--- src/sv/onenc_pkg.sv ---
`default_nettype none

package onenc_pkg;

    // width of the packed result word, fixed whatever the code width
    localparam int PACKED_BITS = 32;

    typedef logic [PACKED_BITS-1:0] packed_code_t;

endpackage

`default_nettype wire

--- src/sv/onenc_in_if.sv ---
`default_nettype none

interface onenc_in_if #(
    parameter int COMPONENT_BITS = 16
);
    logic                             valid;
    logic                             ready;
    logic signed [COMPONENT_BITS-1:0] normal_x;
    logic signed [COMPONENT_BITS-1:0] normal_y;
    logic signed [COMPONENT_BITS-1:0] normal_z;

    modport source (
        output valid,
        output normal_x,
        output normal_y,
        output normal_z,
        input  ready
    );

    modport sink (
        input  valid,
        input  normal_x,
        input  normal_y,
        input  normal_z,
        output ready
    );
endinterface

`default_nettype wire

--- src/sv/onenc_out_if.sv ---
`default_nettype none

interface onenc_out_if;
    import onenc_pkg::*;

    logic         valid;
    logic         ready;
    packed_code_t packed_code;
    logic         zero_vector;

    modport source (
        output valid,
        output packed_code,
        output zero_vector,
        input  ready
    );

    modport sink (
        input  valid,
        input  packed_code,
        input  zero_vector,
        output ready
    );
endinterface

`default_nettype wire

--- src/sv/onenc_front.sv ---
`default_nettype none

module onenc_front #(
    parameter int  COMPONENT_BITS = 16,
    parameter int  CODE_BITS      = 16,
    localparam int DW             = COMPONENT_BITS + 2
) (
    input  wire logic                      clk,
    input  wire logic                      rst_n,
    input  wire logic                      in_valid,
    output logic                           in_ready,
    input  wire logic [COMPONENT_BITS-1:0] in_x,
    input  wire logic [COMPONENT_BITS-1:0] in_y,
    input  wire logic [COMPONENT_BITS-1:0] in_z,
    output logic                           out_valid,
    input  wire logic                      out_ready,
    output logic [DW-1:0]                  out_ru,
    output logic [CODE_BITS-1:0]           out_wu,
    output logic [DW-1:0]                  out_rv,
    output logic [CODE_BITS-1:0]           out_wv,
    output logic [DW-1:0]                  out_d,
    output logic                           out_zero
);
    localparam int CW = COMPONENT_BITS;
    localparam int SW = COMPONENT_BITS + 1;
    localparam int PW = DW + CODE_BITS;

    // stage 1: magnitudes, signs and l1 norm
    logic          s1_valid_reg;
    logic          x_neg_reg, y_neg_reg, z_neg_reg;
    logic [CW-1:0] ax_reg, ay_reg;
    logic [SW-1:0] s_reg;
    logic [CW-1:0] ax_next, ay_next, az_next;
    logic [SW-1:0] s_next;

    // stage 2: numerators over the denominator 2s
    logic          s2_valid_reg;
    logic          s2_ready;
    logic [DW-1:0] nu_reg, nv_reg, d2_reg;
    logic          zero2_reg;
    logic [DW-1:0] nu_next, nv_next, d_next;
    logic [DW-1:0] s_ext, ax_ext, ay_ext;
    logic          zero_next;

    // stage 3: dividend m*n split into high remainder and low bits
    logic                 s3_valid_reg;
    logic [DW-1:0]        ru_reg, rv_reg, d3_reg;
    logic [CODE_BITS-1:0] wu_reg, wv_reg;
    logic                 zero3_reg;
    logic [PW-1:0]        pu_next, pv_next;

    always_comb
    begin
        ax_next = in_x[CW-1] ? (~in_x + 1'b1) : in_x;
        ay_next = in_y[CW-1] ? (~in_y + 1'b1) : in_y;
        az_next = in_z[CW-1] ? (~in_z + 1'b1) : in_z;
        s_next  = SW'(ax_next) + SW'(ay_next) + SW'(az_next);
    end

    assign in_ready = !s1_valid_reg || s2_ready;

    always_ff @(posedge clk or negedge rst_n)
    begin
        if (!rst_n)
        begin
            s1_valid_reg <= 1'b0;
        end
        else if (in_ready)
        begin
            s1_valid_reg <= in_valid;
        end
    end

    always_ff @(posedge clk)
    begin
        if (in_ready && in_valid)
        begin
            x_neg_reg <= in_x[CW-1];
            y_neg_reg <= in_y[CW-1];
            z_neg_reg <= in_z[CW-1];
            ax_reg    <= ax_next;
            ay_reg    <= ay_next;
            s_reg     <= s_next;
        end
    end

    always_comb
    begin
        s_ext     = DW'(s_reg);
        ax_ext    = DW'(ax_reg);
        ay_ext    = DW'(ay_reg);
        d_next    = {s_reg, 1'b0};
        zero_next = (s_reg == '0);
        if (!z_neg_reg)
        begin
            nu_next = x_neg_reg ? (s_ext - ax_ext) : (s_ext + ax_ext);
            nv_next = y_neg_reg ? (s_ext - ay_ext) : (s_ext + ay_ext);
        end
        else
        begin
            // fold the lower hemisphere outward, zero taken as positive
            nu_next = x_neg_reg ? ay_ext : (d_next - ay_ext);
            nv_next = y_neg_reg ? ax_ext : (d_next - ax_ext);
        end
        // zero vector: 1/2 of full scale gives the pole code
        if (zero_next)
        begin
            nu_next = DW'(1);
            nv_next = DW'(1);
            d_next  = DW'(2);
        end
    end

    assign s2_ready = !s2_valid_reg || out_ready || !s3_valid_reg;

    always_ff @(posedge clk or negedge rst_n)
    begin
        if (!rst_n)
        begin
            s2_valid_reg <= 1'b0;
        end
        else if (s2_ready)
        begin
            s2_valid_reg <= s1_valid_reg;
        end
    end

    always_ff @(posedge clk)
    begin
        if (s2_ready && s1_valid_reg)
        begin
            nu_reg    <= nu_next;
            nv_reg    <= nv_next;
            d2_reg    <= d_next;
            zero2_reg <= zero_next;
        end
    end

    // m*n with m = 2^code_bits - 1
    always_comb
    begin
        pu_next = {nu_reg, {CODE_BITS{1'b0}}} - PW'(nu_reg);
        pv_next = {nv_reg, {CODE_BITS{1'b0}}} - PW'(nv_reg);
    end

    always_ff @(posedge clk or negedge rst_n)
    begin
        if (!rst_n)
        begin
            s3_valid_reg <= 1'b0;
        end
        else if (!s3_valid_reg || out_ready)
        begin
            s3_valid_reg <= s2_valid_reg;
        end
    end

    always_ff @(posedge clk)
    begin
        if ((!s3_valid_reg || out_ready) && s2_valid_reg)
        begin
            ru_reg    <= pu_next[PW-1:CODE_BITS];
            wu_reg    <= pu_next[CODE_BITS-1:0];
            rv_reg    <= pv_next[PW-1:CODE_BITS];
            wv_reg    <= pv_next[CODE_BITS-1:0];
            d3_reg    <= d2_reg;
            zero3_reg <= zero2_reg;
        end
    end

    assign out_valid = s3_valid_reg;
    assign out_ru    = ru_reg;
    assign out_wu    = wu_reg;
    assign out_rv    = rv_reg;
    assign out_wv    = wv_reg;
    assign out_d     = d3_reg;
    assign out_zero  = zero3_reg;

`ifndef ASSERT_OFF
    a_num_in_range: assert property (@(posedge clk) disable iff (!rst_n)
        s2_valid_reg |-> (nu_reg <= d2_reg) && (nv_reg <= d2_reg) && (d2_reg != '0))
        else $error("numerator above denominator");
`endif

endmodule

`default_nettype wire

--- src/sv/onenc_div_stage.sv ---
`default_nettype none

module onenc_div_stage #(
    parameter int DW    = 18,
    parameter int CB    = 16,
    parameter int STEPS = 2
) (
    input  wire logic          clk,
    input  wire logic          rst_n,
    input  wire logic          in_valid,
    output logic               in_ready,
    input  wire logic [DW-1:0] in_ru,
    input  wire logic [CB-1:0] in_wu,
    input  wire logic [DW-1:0] in_rv,
    input  wire logic [CB-1:0] in_wv,
    input  wire logic [DW-1:0] in_d,
    input  wire logic          in_zero,
    output logic               out_valid,
    input  wire logic          out_ready,
    output logic [DW-1:0]      out_ru,
    output logic [CB-1:0]      out_wu,
    output logic [DW-1:0]      out_rv,
    output logic [CB-1:0]      out_wv,
    output logic [DW-1:0]      out_d,
    output logic               out_zero
);
    logic          valid_reg;
    logic [DW-1:0] ru_reg, rv_reg, d_reg;
    logic [CB-1:0] wu_reg, wv_reg;
    logic          zero_reg;
    logic [DW-1:0] ru_next, rv_next;
    logic [CB-1:0] wu_next, wv_next;
    logic [DW:0]   trial_u, trial_v, d_ext;

    // restoring division: dividend bits leave the top of w, quotient bits enter below
    always_comb
    begin
        ru_next = in_ru;
        rv_next = in_rv;
        wu_next = in_wu;
        wv_next = in_wv;
        d_ext   = {1'b0, in_d};
        trial_u = '0;
        trial_v = '0;
        for (int k = 0; k < STEPS; k++)
        begin
            trial_u = {ru_next, wu_next[CB-1]};
            trial_v = {rv_next, wv_next[CB-1]};
            wu_next = {wu_next[CB-2:0], 1'b0};
            wv_next = {wv_next[CB-2:0], 1'b0};
            if (trial_u >= d_ext)
            begin
                ru_next    = DW'(trial_u - d_ext);
                wu_next[0] = 1'b1;
            end
            else
            begin
                ru_next = trial_u[DW-1:0];
            end
            if (trial_v >= d_ext)
            begin
                rv_next    = DW'(trial_v - d_ext);
                wv_next[0] = 1'b1;
            end
            else
            begin
                rv_next = trial_v[DW-1:0];
            end
        end
    end

    assign in_ready = !valid_reg || out_ready;

    always_ff @(posedge clk or negedge rst_n)
    begin
        if (!rst_n)
        begin
            valid_reg <= 1'b0;
        end
        else if (in_ready)
        begin
            valid_reg <= in_valid;
        end
    end

    always_ff @(posedge clk)
    begin
        if (in_ready && in_valid)
        begin
            ru_reg   <= ru_next;
            rv_reg   <= rv_next;
            wu_reg   <= wu_next;
            wv_reg   <= wv_next;
            d_reg    <= in_d;
            zero_reg <= in_zero;
        end
    end

    assign out_valid = valid_reg;
    assign out_ru    = ru_reg;
    assign out_wu    = wu_reg;
    assign out_rv    = rv_reg;
    assign out_wv    = wv_reg;
    assign out_d     = d_reg;
    assign out_zero  = zero_reg;

`ifndef ASSERT_OFF
    a_rem_u_below_d: assert property (@(posedge clk) disable iff (!rst_n)
        valid_reg |-> ru_reg < d_reg)
        else $error("u remainder not below divisor");
`endif
`ifndef ASSERT_OFF
    a_rem_v_below_d: assert property (@(posedge clk) disable iff (!rst_n)
        valid_reg |-> rv_reg < d_reg)
        else $error("v remainder not below divisor");
`endif

endmodule

`default_nettype wire

--- src/sv/octahedral_normal_encoder.sv ---
// channel  | modport              | payload
// ---------+----------------------+--------------------------------------------
// normal   | onenc_in_if.sink     | normal_x, normal_y, normal_z (signed)
// code     | onenc_out_if.source  | packed_code (u high, v low), zero_vector
//
// one transfer per cycle in and out when neither side stalls
// three front stages, then one restoring division stage per two quotient bits,
// u and v divided side by side
// reset clears only the stage valid bits
// a stage holds its item while the next stage is full and stalled; empty stages
// still take items, so bubbles close up behind a stalled output
`default_nettype none

module octahedral_normal_encoder #(
    parameter int COMPONENT_BITS = 16,
    parameter int CODE_BITS      = 16
) (
    input wire logic     clk,
    input wire logic     rst_n,
    onenc_in_if.sink     normal,
    onenc_out_if.source  code
);
    import onenc_pkg::*;

    localparam int DW        = COMPONENT_BITS + 2;
    localparam int DIV_STEPS = 2;
    localparam int NST       = (CODE_BITS + DIV_STEPS - 1) / DIV_STEPS;

    logic                 vld  [0:NST];
    logic                 rdy  [0:NST];
    logic [DW-1:0]        ru   [0:NST];
    logic [DW-1:0]        rv   [0:NST];
    logic [CODE_BITS-1:0] wu   [0:NST];
    logic [CODE_BITS-1:0] wv   [0:NST];
    logic [DW-1:0]        dd   [0:NST];
    logic                 zero [0:NST];

    onenc_front #(
        .COMPONENT_BITS (COMPONENT_BITS),
        .CODE_BITS      (CODE_BITS)
    ) u_front (
        .clk       (clk),
        .rst_n     (rst_n),
        .in_valid  (normal.valid),
        .in_ready  (normal.ready),
        .in_x      ($unsigned(normal.normal_x)),
        .in_y      ($unsigned(normal.normal_y)),
        .in_z      ($unsigned(normal.normal_z)),
        .out_valid (vld[0]),
        .out_ready (rdy[0]),
        .out_ru    (ru[0]),
        .out_wu    (wu[0]),
        .out_rv    (rv[0]),
        .out_wv    (wv[0]),
        .out_d     (dd[0]),
        .out_zero  (zero[0])
    );

    for (genvar i = 0; i < NST; i++)
    begin : g_div
        onenc_div_stage #(
            .DW    (DW),
            .CB    (CODE_BITS),
            .STEPS (((CODE_BITS - i * DIV_STEPS) < DIV_STEPS) ?
                    (CODE_BITS - i * DIV_STEPS) : DIV_STEPS)
        ) u_stage (
            .clk       (clk),
            .rst_n     (rst_n),
            .in_valid  (vld[i]),
            .in_ready  (rdy[i]),
            .in_ru     (ru[i]),
            .in_wu     (wu[i]),
            .in_rv     (rv[i]),
            .in_wv     (wv[i]),
            .in_d      (dd[i]),
            .in_zero   (zero[i]),
            .out_valid (vld[i+1]),
            .out_ready (rdy[i+1]),
            .out_ru    (ru[i+1]),
            .out_wu    (wu[i+1]),
            .out_rv    (rv[i+1]),
            .out_wv    (wv[i+1]),
            .out_d     (dd[i+1]),
            .out_zero  (zero[i+1])
        );
    end

    logic unused_tail;
    assign unused_tail = ^{ru[NST], rv[NST], dd[NST]};

    assign rdy[NST]         = code.ready || unused_tail && 1'b0;
    assign code.valid       = vld[NST];
    assign code.packed_code = PACKED_BITS'({wu[NST], wv[NST]});
    assign code.zero_vector = zero[NST];

`ifndef ASSERT_OFF
    a_zero_gives_pole: assert property (@(posedge clk) disable iff (!rst_n)
        code.valid && code.zero_vector |-> code.packed_code ==
            PACKED_BITS'({1'b0, {(CODE_BITS-1){1'b1}}, 1'b0, {(CODE_BITS-1){1'b1}}}))
        else $error("zero vector without pole code");
`endif

endmodule

`default_nettype wire
--- src/flat_wrapper.sv ---
// flat-port wrapper written by rule: the top's interface ports become plain ports
module octahedral_normal_encoder_flat import onenc_pkg::*;
#(
    parameter int COMPONENT_BITS = 16,
    parameter int CODE_BITS      = 16
)
  (clk, rst_n, normal_valid, normal_normal_x, normal_normal_y, normal_normal_z, normal_ready, code_valid, code_packed_code, code_zero_vector, code_ready);
  onenc_in_if #(.COMPONENT_BITS(COMPONENT_BITS)) normal_i ();
  onenc_out_if code_i ();
  input wire logic clk;
  input wire logic rst_n;
  input wire logic [$bits(normal_i.valid)-1:0] normal_valid;
  input wire logic [$bits(normal_i.normal_x)-1:0] normal_normal_x;
  input wire logic [$bits(normal_i.normal_y)-1:0] normal_normal_y;
  input wire logic [$bits(normal_i.normal_z)-1:0] normal_normal_z;
  output wire logic [$bits(normal_i.ready)-1:0] normal_ready;
  output wire logic [$bits(code_i.valid)-1:0] code_valid;
  output wire logic [$bits(code_i.packed_code)-1:0] code_packed_code;
  output wire logic [$bits(code_i.zero_vector)-1:0] code_zero_vector;
  input wire logic [$bits(code_i.ready)-1:0] code_ready;
  assign normal_i.valid = normal_valid;
  assign normal_i.normal_x = normal_normal_x;
  assign normal_i.normal_y = normal_normal_y;
  assign normal_i.normal_z = normal_normal_z;
  assign normal_ready = normal_i.ready;
  assign code_valid = code_i.valid;
  assign code_packed_code = code_i.packed_code;
  assign code_zero_vector = code_i.zero_vector;
  assign code_i.ready = code_ready;
  octahedral_normal_encoder #(.COMPONENT_BITS(COMPONENT_BITS), .CODE_BITS(CODE_BITS)) u_core (.clk(clk), .rst_n(rst_n), .normal(normal_i), .code(code_i));
endmodule
--- config.mk ---
export PLATFORM = sky130hd
export DESIGN_NAME = octahedral_normal_encoder_flat
export DESIGN_NICKNAME = d
export VERILOG_FILES = /design/src/sv/onenc_pkg.sv /design/src/sv/onenc_in_if.sv /design/src/sv/onenc_out_if.sv /design/src/sv/onenc_front.sv /design/src/sv/onenc_div_stage.sv /design/src/sv/octahedral_normal_encoder.sv /design/src/flat_wrapper.sv
export SDC_FILE = /design/constraint.sdc
export NUM_CORES = 2
export LEC_CHECK = 0
export BUFFER_PORTS_ARGS = -buffer_cell sky130_fd_sc_hd__buf_4
export CAP_MARGIN = 20
export CORE_MARGIN = 5
export CORE_UTILIZATION = 25
export DETAILED_ROUTE_END_ITERATION = 12
export GPL_TIMING_DRIVEN = 0
export PLACE_DENSITY = 0.35
export SYNTH_ARGS = -nofsm -noshare
export SYNTH_HDL_FRONTEND = slang
export SYNTH_SLANG_ARGS = --single-unit
export TNS_END_PERCENT = 50
--- constraint.sdc ---
create_clock -name clk -period 9.84 [get_ports clk]
set_input_delay 1.968 -clock clk [delete_from_list [all_inputs] [get_ports clk]]
set_output_delay 1.968 -clock clk [all_outputs]
set_load 0.05 [all_outputs]
After elaboration in Yosys (flattened, before gate mapping) --
Cells that the tools add are included. Widths: inputs -> output; s select.
Storage, ports and cells: input bits 52, bits in registers 847
Operators by class: reductions and logical operators 35, multiplexer cells 71, bitwise logic cells 3, $add $sub $neg 43, magnitude comparators 32
Operator list (number):
- $mux 18 | 36
- $ge 19x18->1 | 32
- $sub 18x18->18 | 30
- $sub 34x18->34 | 2
- $add 16x1->16 const B | 3
- $mux 16 | 3
- $not 16->16 | 3
- $add 17x16->18 | 2
- $sub 17x16->18 | 2
- $sub 18x16->18 | 2
- $mux 1 | 32
- $add 16x16->17 | 1
- $add 17x16->17 | 1
- $logic_not 17->1 | 1
- $logic_or 1x1->1 | 12
- $logic_and 1x1->1 | 11
- $logic_not 1->1 | 11

Logic depth before layout (Yosys ltp) --
depth in word-level cells 13, mapped depth 26, mapped depth without buffers 24

Modules after synthesis --
From an unflattened synthesis, not the netlist that was laid out.
Second synthesis, totals: cells, all modules 7025, area total of the unflattened synthesis 70456.3 um^2
Modules (own cells, without submodules):
- onenc_div_stage at u_core.g_div[1].u_stage ... | cells an instance 733, seq. area each 2637.5 um^2, area an instance 7235.7 um^2, times used 5
- onenc_front | cells an instance 1374, seq. area each 5840.6 um^2, area an instance 13815.8 um^2, times used 1
- onenc_div_stage at u_core.g_div[0].u_stage ... | cells an instance 655, seq. area each 2637.5 um^2, area an instance 6827.8 um^2, times used 2
- onenc_div_stage at u_core.g_div[3].u_stage | cells an instance 676, seq. area each 2637.5 um^2, area an instance 6806.5 um^2, times used 1

Least setup slack after synthesis --
OpenSTA, ideal clock, no wires.
path type in2reg, from input code_ready, to register u_core.g_div[1].u_stage.d_reg[10], enable pin, setup slack 2.698 ns, required time 9.258 ns, setup time 0.582 ns, data arrival time 6.560 ns, stages on the path 4, path buffers 0, cell sequence nor2b_1 > nand3_1 > nor2_1 > a31oi_1
Between the ends: word-level cells in the longest chain between the ends 8
Ends and longest elaborated chain:
- start, declared | RTL line flat_wrapper.sv:20 | input wire logic [$bits(code_i.ready)-1:0] code_ready;
- $logic_or 1x1->1 (7 in series) | RTL line onenc_div_stage.sv:72 | assign in_ready = !valid_reg || out_ready;
- $logic_and 1x1->1 | RTL line onenc_div_stage.sv:88 | if (in_ready && in_valid)
- end signal, assigned | RTL line onenc_div_stage.sv:94 | d_reg <= in_d;
- end, declared | RTL line onenc_div_stage.sv:28 | logic [DW-1:0] ru_reg, rv_reg, d_reg;
Every way passes these cells. A chain may end at the register's enable or synchronous reset.

Worst setup path in the final report --
from register u_core.u_front.d3_reg[1] (netlist: u_core.u_front.out_d[1]), to register u_core.g_div[0].u_stage.ru_reg[3], data pin
Between the ends: word-level cells in the longest chain between the ends 4
Ends and longest elaborated chain:
- start, declared | RTL line onenc_front.sv:47 | logic [DW-1:0] ru_reg, rv_reg, d3_reg;
- start signal, assigned | RTL line onenc_front.sv:166 | d3_reg <= d2_reg;
- $sub 18x18->18 or $ge 19x18->1 (tied branches) | RTL line onenc_div_stage.sv:53, onenc_div_stage.sv:51
- $mux 18 | RTL line onenc_div_stage.sv:51 | if (trial_u >= d_ext)
- $sub 18x18->18 or $ge 19x18->1 (tied branches) | RTL line onenc_div_stage.sv:53, onenc_div_stage.sv:51
- $mux 18 (*) | RTL line onenc_div_stage.sv:51
- named net u_core.g_div[0].u_stage.ru_next[3] | RTL line onenc_div_stage.sv:31 | logic [DW-1:0] ru_next, rv_next;
- end signal, assigned | RTL line onenc_div_stage.sv:90 | ru_reg <= ru_next;
- end, declared | RTL line onenc_div_stage.sv:28
Mark *: on every way through the listed nets, which the timed path passes. The rest lies on a longest branch.

==> results_dict.tcl <==
set metrics [dict create \
    fp.dieArea_mm2 0.260 \
    synth_edf_count 827 \
    worstRegToRegCells 25 \
    drc_errors 0 \
    hold_end "u_core.g_div[6].u_stage.out_wu[2]" \
    final_cell_mix "edfxtp_1 (827), ha_1 (634), nand2_1 (490)" \
    hold_violations 0 \
    routabilityCongestion 0.843 \
    grt_pass1_wl_um 307000 \
    slew_violations 0 \
    crit_fanout 10 \
    finalNetCount 7079 \
    maxCapViolCount 0 \
    post_cts_buffers 0 \
    grt_overflow 0 \
    synth_ff_type "edfxtp_1" \
    worstHoldPathCells 0 \
    track_usage_pct 15.7 \
    htreeDepth 3 \
    die_w_um 510 \
    clkLatencyLatePin_ps 770 \
    drt-total-wl_um 209000 \
    dp_hpwl_um 170000 \
    skew_ps 57.4 \
    tritoncts "done" \
    ys_async_sr_fraction_pct 1.31 \
    num_rows 183 \
    fmax_mhz 124 \
    firstDrtPassIters 7 \
    cts_hold_buf 0 \
    required_ps 10350 \
    antenna_left 0 \
    num_io_pins 87 \
    via_per_inst 4.83 \
    routedWlPerCell_um 21.4 \
    worstMarginPinSlew_ps 1090 \
    rsz0062_at_grt "false" \
    drive_gt1_share_pct 9.71 \
    fin_crit_ps 8070 \
    status "finished clean" \
    clk_pin_slew_ps 60 \
    antenna_found_initial 9 \
    crit_type "reg -> reg" \
    post-route-period-util_pct 82.1 \
    cp.arrival_ps 8590 \
    cts.sinks 838 \
    numPortBuffers 86 \
    final_common_cell "edfxtp_1" \
    post-place-ws_ps 1610 \
    r2r-start "u_core.u_front.out_d[1]" \
    ys_seq_area_share_pct 40.2 \
    ys_warn_count 0 \
    ctsResizeCount 0 \
    finalSetupTns_ps 0 \
    numCtsBuffers 105 \
    clk_path_buf_depth 3 \
    vias 47154 \
    grt_max_degree 64 \
    endpoint_kind "flip-flop" \
    r2r-end "u_core.g_div[0].u_stage.out_ru[3]" \
    hp-class "reg -> reg" \
    setup_slack_ps 1770 \
    syn_avg_cell_area_um2 10.2 \
    synthCells 6132 \
    root_buffer "clkbuf_16" \
    die_y_um 510 \
    core_mm2 0.249 \
    syn_area_mm2 0.0624 \
    area_growth_pct 14.0 \
    worstHoldStart "u_core.g_div[5].u_stage.out_wu[0]" \
    r2r_setup_slack_ps 1770 \
    drtIter0Drc 2719 \
    initial_core_util_pct 25.1 \
    synth_nets 6869 \
    synth_cell_type_count 103 \
    setup_viol 0 \
    synth-seq-cells 838 \
    grt_pass1_vias 47056 \
    cp-start-kind "flip-flop" \
    maxSlewHeadroom_pct 26.3 \
]
[cells by family after synthesis]
group                    share of synthesized area [%]
adder cells (fa/ha/maj)                           14.3
multiplexers                                      4.93
AO/OA/AOI/OAI                                     16.6
AND/OR/NAND/NOR                                   12.6
buffers and inverters                             3.31
flip-flops                                        40.2
XOR/XNOR                                          7.98
[area by class of cell]
type,instances,area [um^2]
antenna,3,7.51
buffer,125,509
clock buffer,118,2680
clock inverter,76,846
fill,26105,177000
inverter,414,1560
multi-input combinational,4755,35300
sequential,838,25100
tap,3330,4170
timing repair buffer,103,1010
[through the flow]
step	utilization (%)	area, um^2	std cells	hold slack [ps]
detailed placement	27.2	67600	9564	405
CTS	28.6	71200	9758	412
floorplan	-	62400	6132	400
finish	28.6	71200	9762	412
global route	28.6	71200	9761	410
global placement	27.0	67200	9548	400
[synthesized netlist by cell type, drive strengths merged, types with 40 or more instances]
| library cell | instances | area [um^2] |
|---|---|---|
| nand2 | 491 | 1850 |
| xor2 | 187 | 1640 |
| o31ai | 66 | 505 |
| a21oi | 450 | 2260 |
| nor4 | 45 | 282 |
| a21o | 148 | 1110 |
| o211ai | 45 | 343 |
| mux2 | 246 | 2780 |
| a211oi | 60 | 468 |
| edfxtp | 827 | 24800 |
| a31oi | 54 | 344 |
| nand2b | 62 | 388 |
| nor2 | 401 | 1510 |
| nand4 | 75 | 469 |
| or3 | 58 | 363 |
| nor2b | 78 | 488 |
| and3 | 40 | 250 |
| fa | 51 | 1020 |
| o21a | 82 | 616 |
| nand3 | 84 | 425 |
| clkbuf | 94 | 353 |
| ha | 634 | 7930 |
| o21ai | 371 | 1860 |
| xnor2 | 382 | 3350 |
| nor3 | 141 | 717 |
| o21bai | 58 | 435 |
| inv | 411 | 1550 |
[critical path, stage by stage, from the launching register on]
cell      delay, ps
edfxtp_1        680
ha_1            270
inv_1            60
fa_1            400
a21oi_1         240
o21ai_1         130
a21oi_1         330
o41ai_2         170
o311ai_1        550
and2_0          200
clkbuf_1        380
inv_2           210
buf_2           270
a21oi_1         390
fa_1            310
a21oi_1         120
o211a_1         260
o311ai_0        930
a21oi_1         210
a21oi_1         260
a311oi_1         90
o31ai_2         210
buf_6           220
clkbuf_1        470
nor2_1          100
a21oi_1         350
[metal layers]
metal / up-vias / track usage (%) / routed length, um / share of wire (%)
met4: 0 / 4.59 / 6480 / 3.1
met5: - / 0 / 0 / 0
li1: 23338 / - / - / -
met2: 877 / 27.5 / 102000 / 49
met3: 246 / 1.77 / 6480 / 3.1
met1: 22693 / 20.4 / 94800 / 45
[how the worst max path moves through the flow]
| stage | from | to | slack, ps | depth (start not counted) |
|---|---|---|---|---|
| 2_1_floorplan | code_ready | u_core.g_div[1].u_stage.out_d[10] | 2700 | 4 |
| 3_3_place_gp | code_ready | u_core.g_div[1].u_stage.out_ru[11] | 40 | 5 |
| 3_5_place_dp | u_core.u_front.out_d[1] | u_core.g_div[0].u_stage.out_ru[3] | 1610 | 23 |
| 4_1_cts | u_core.u_front.out_d[1] | u_core.g_div[0].u_stage.out_ru[3] | 1580 | 23 |
| 5_1_grt | u_core.u_front.out_d[1] | u_core.g_div[0].u_stage.out_ru[3] | 1210 | 23 |
| 6_report | u_core.u_front.out_d[1] | u_core.g_div[0].u_stage.out_ru[3] | 1770 | 25 |
Power is left out: the tool's default activity adds up to more than one toggle a clock period on the data nets, which glitch-free logic cannot reach.
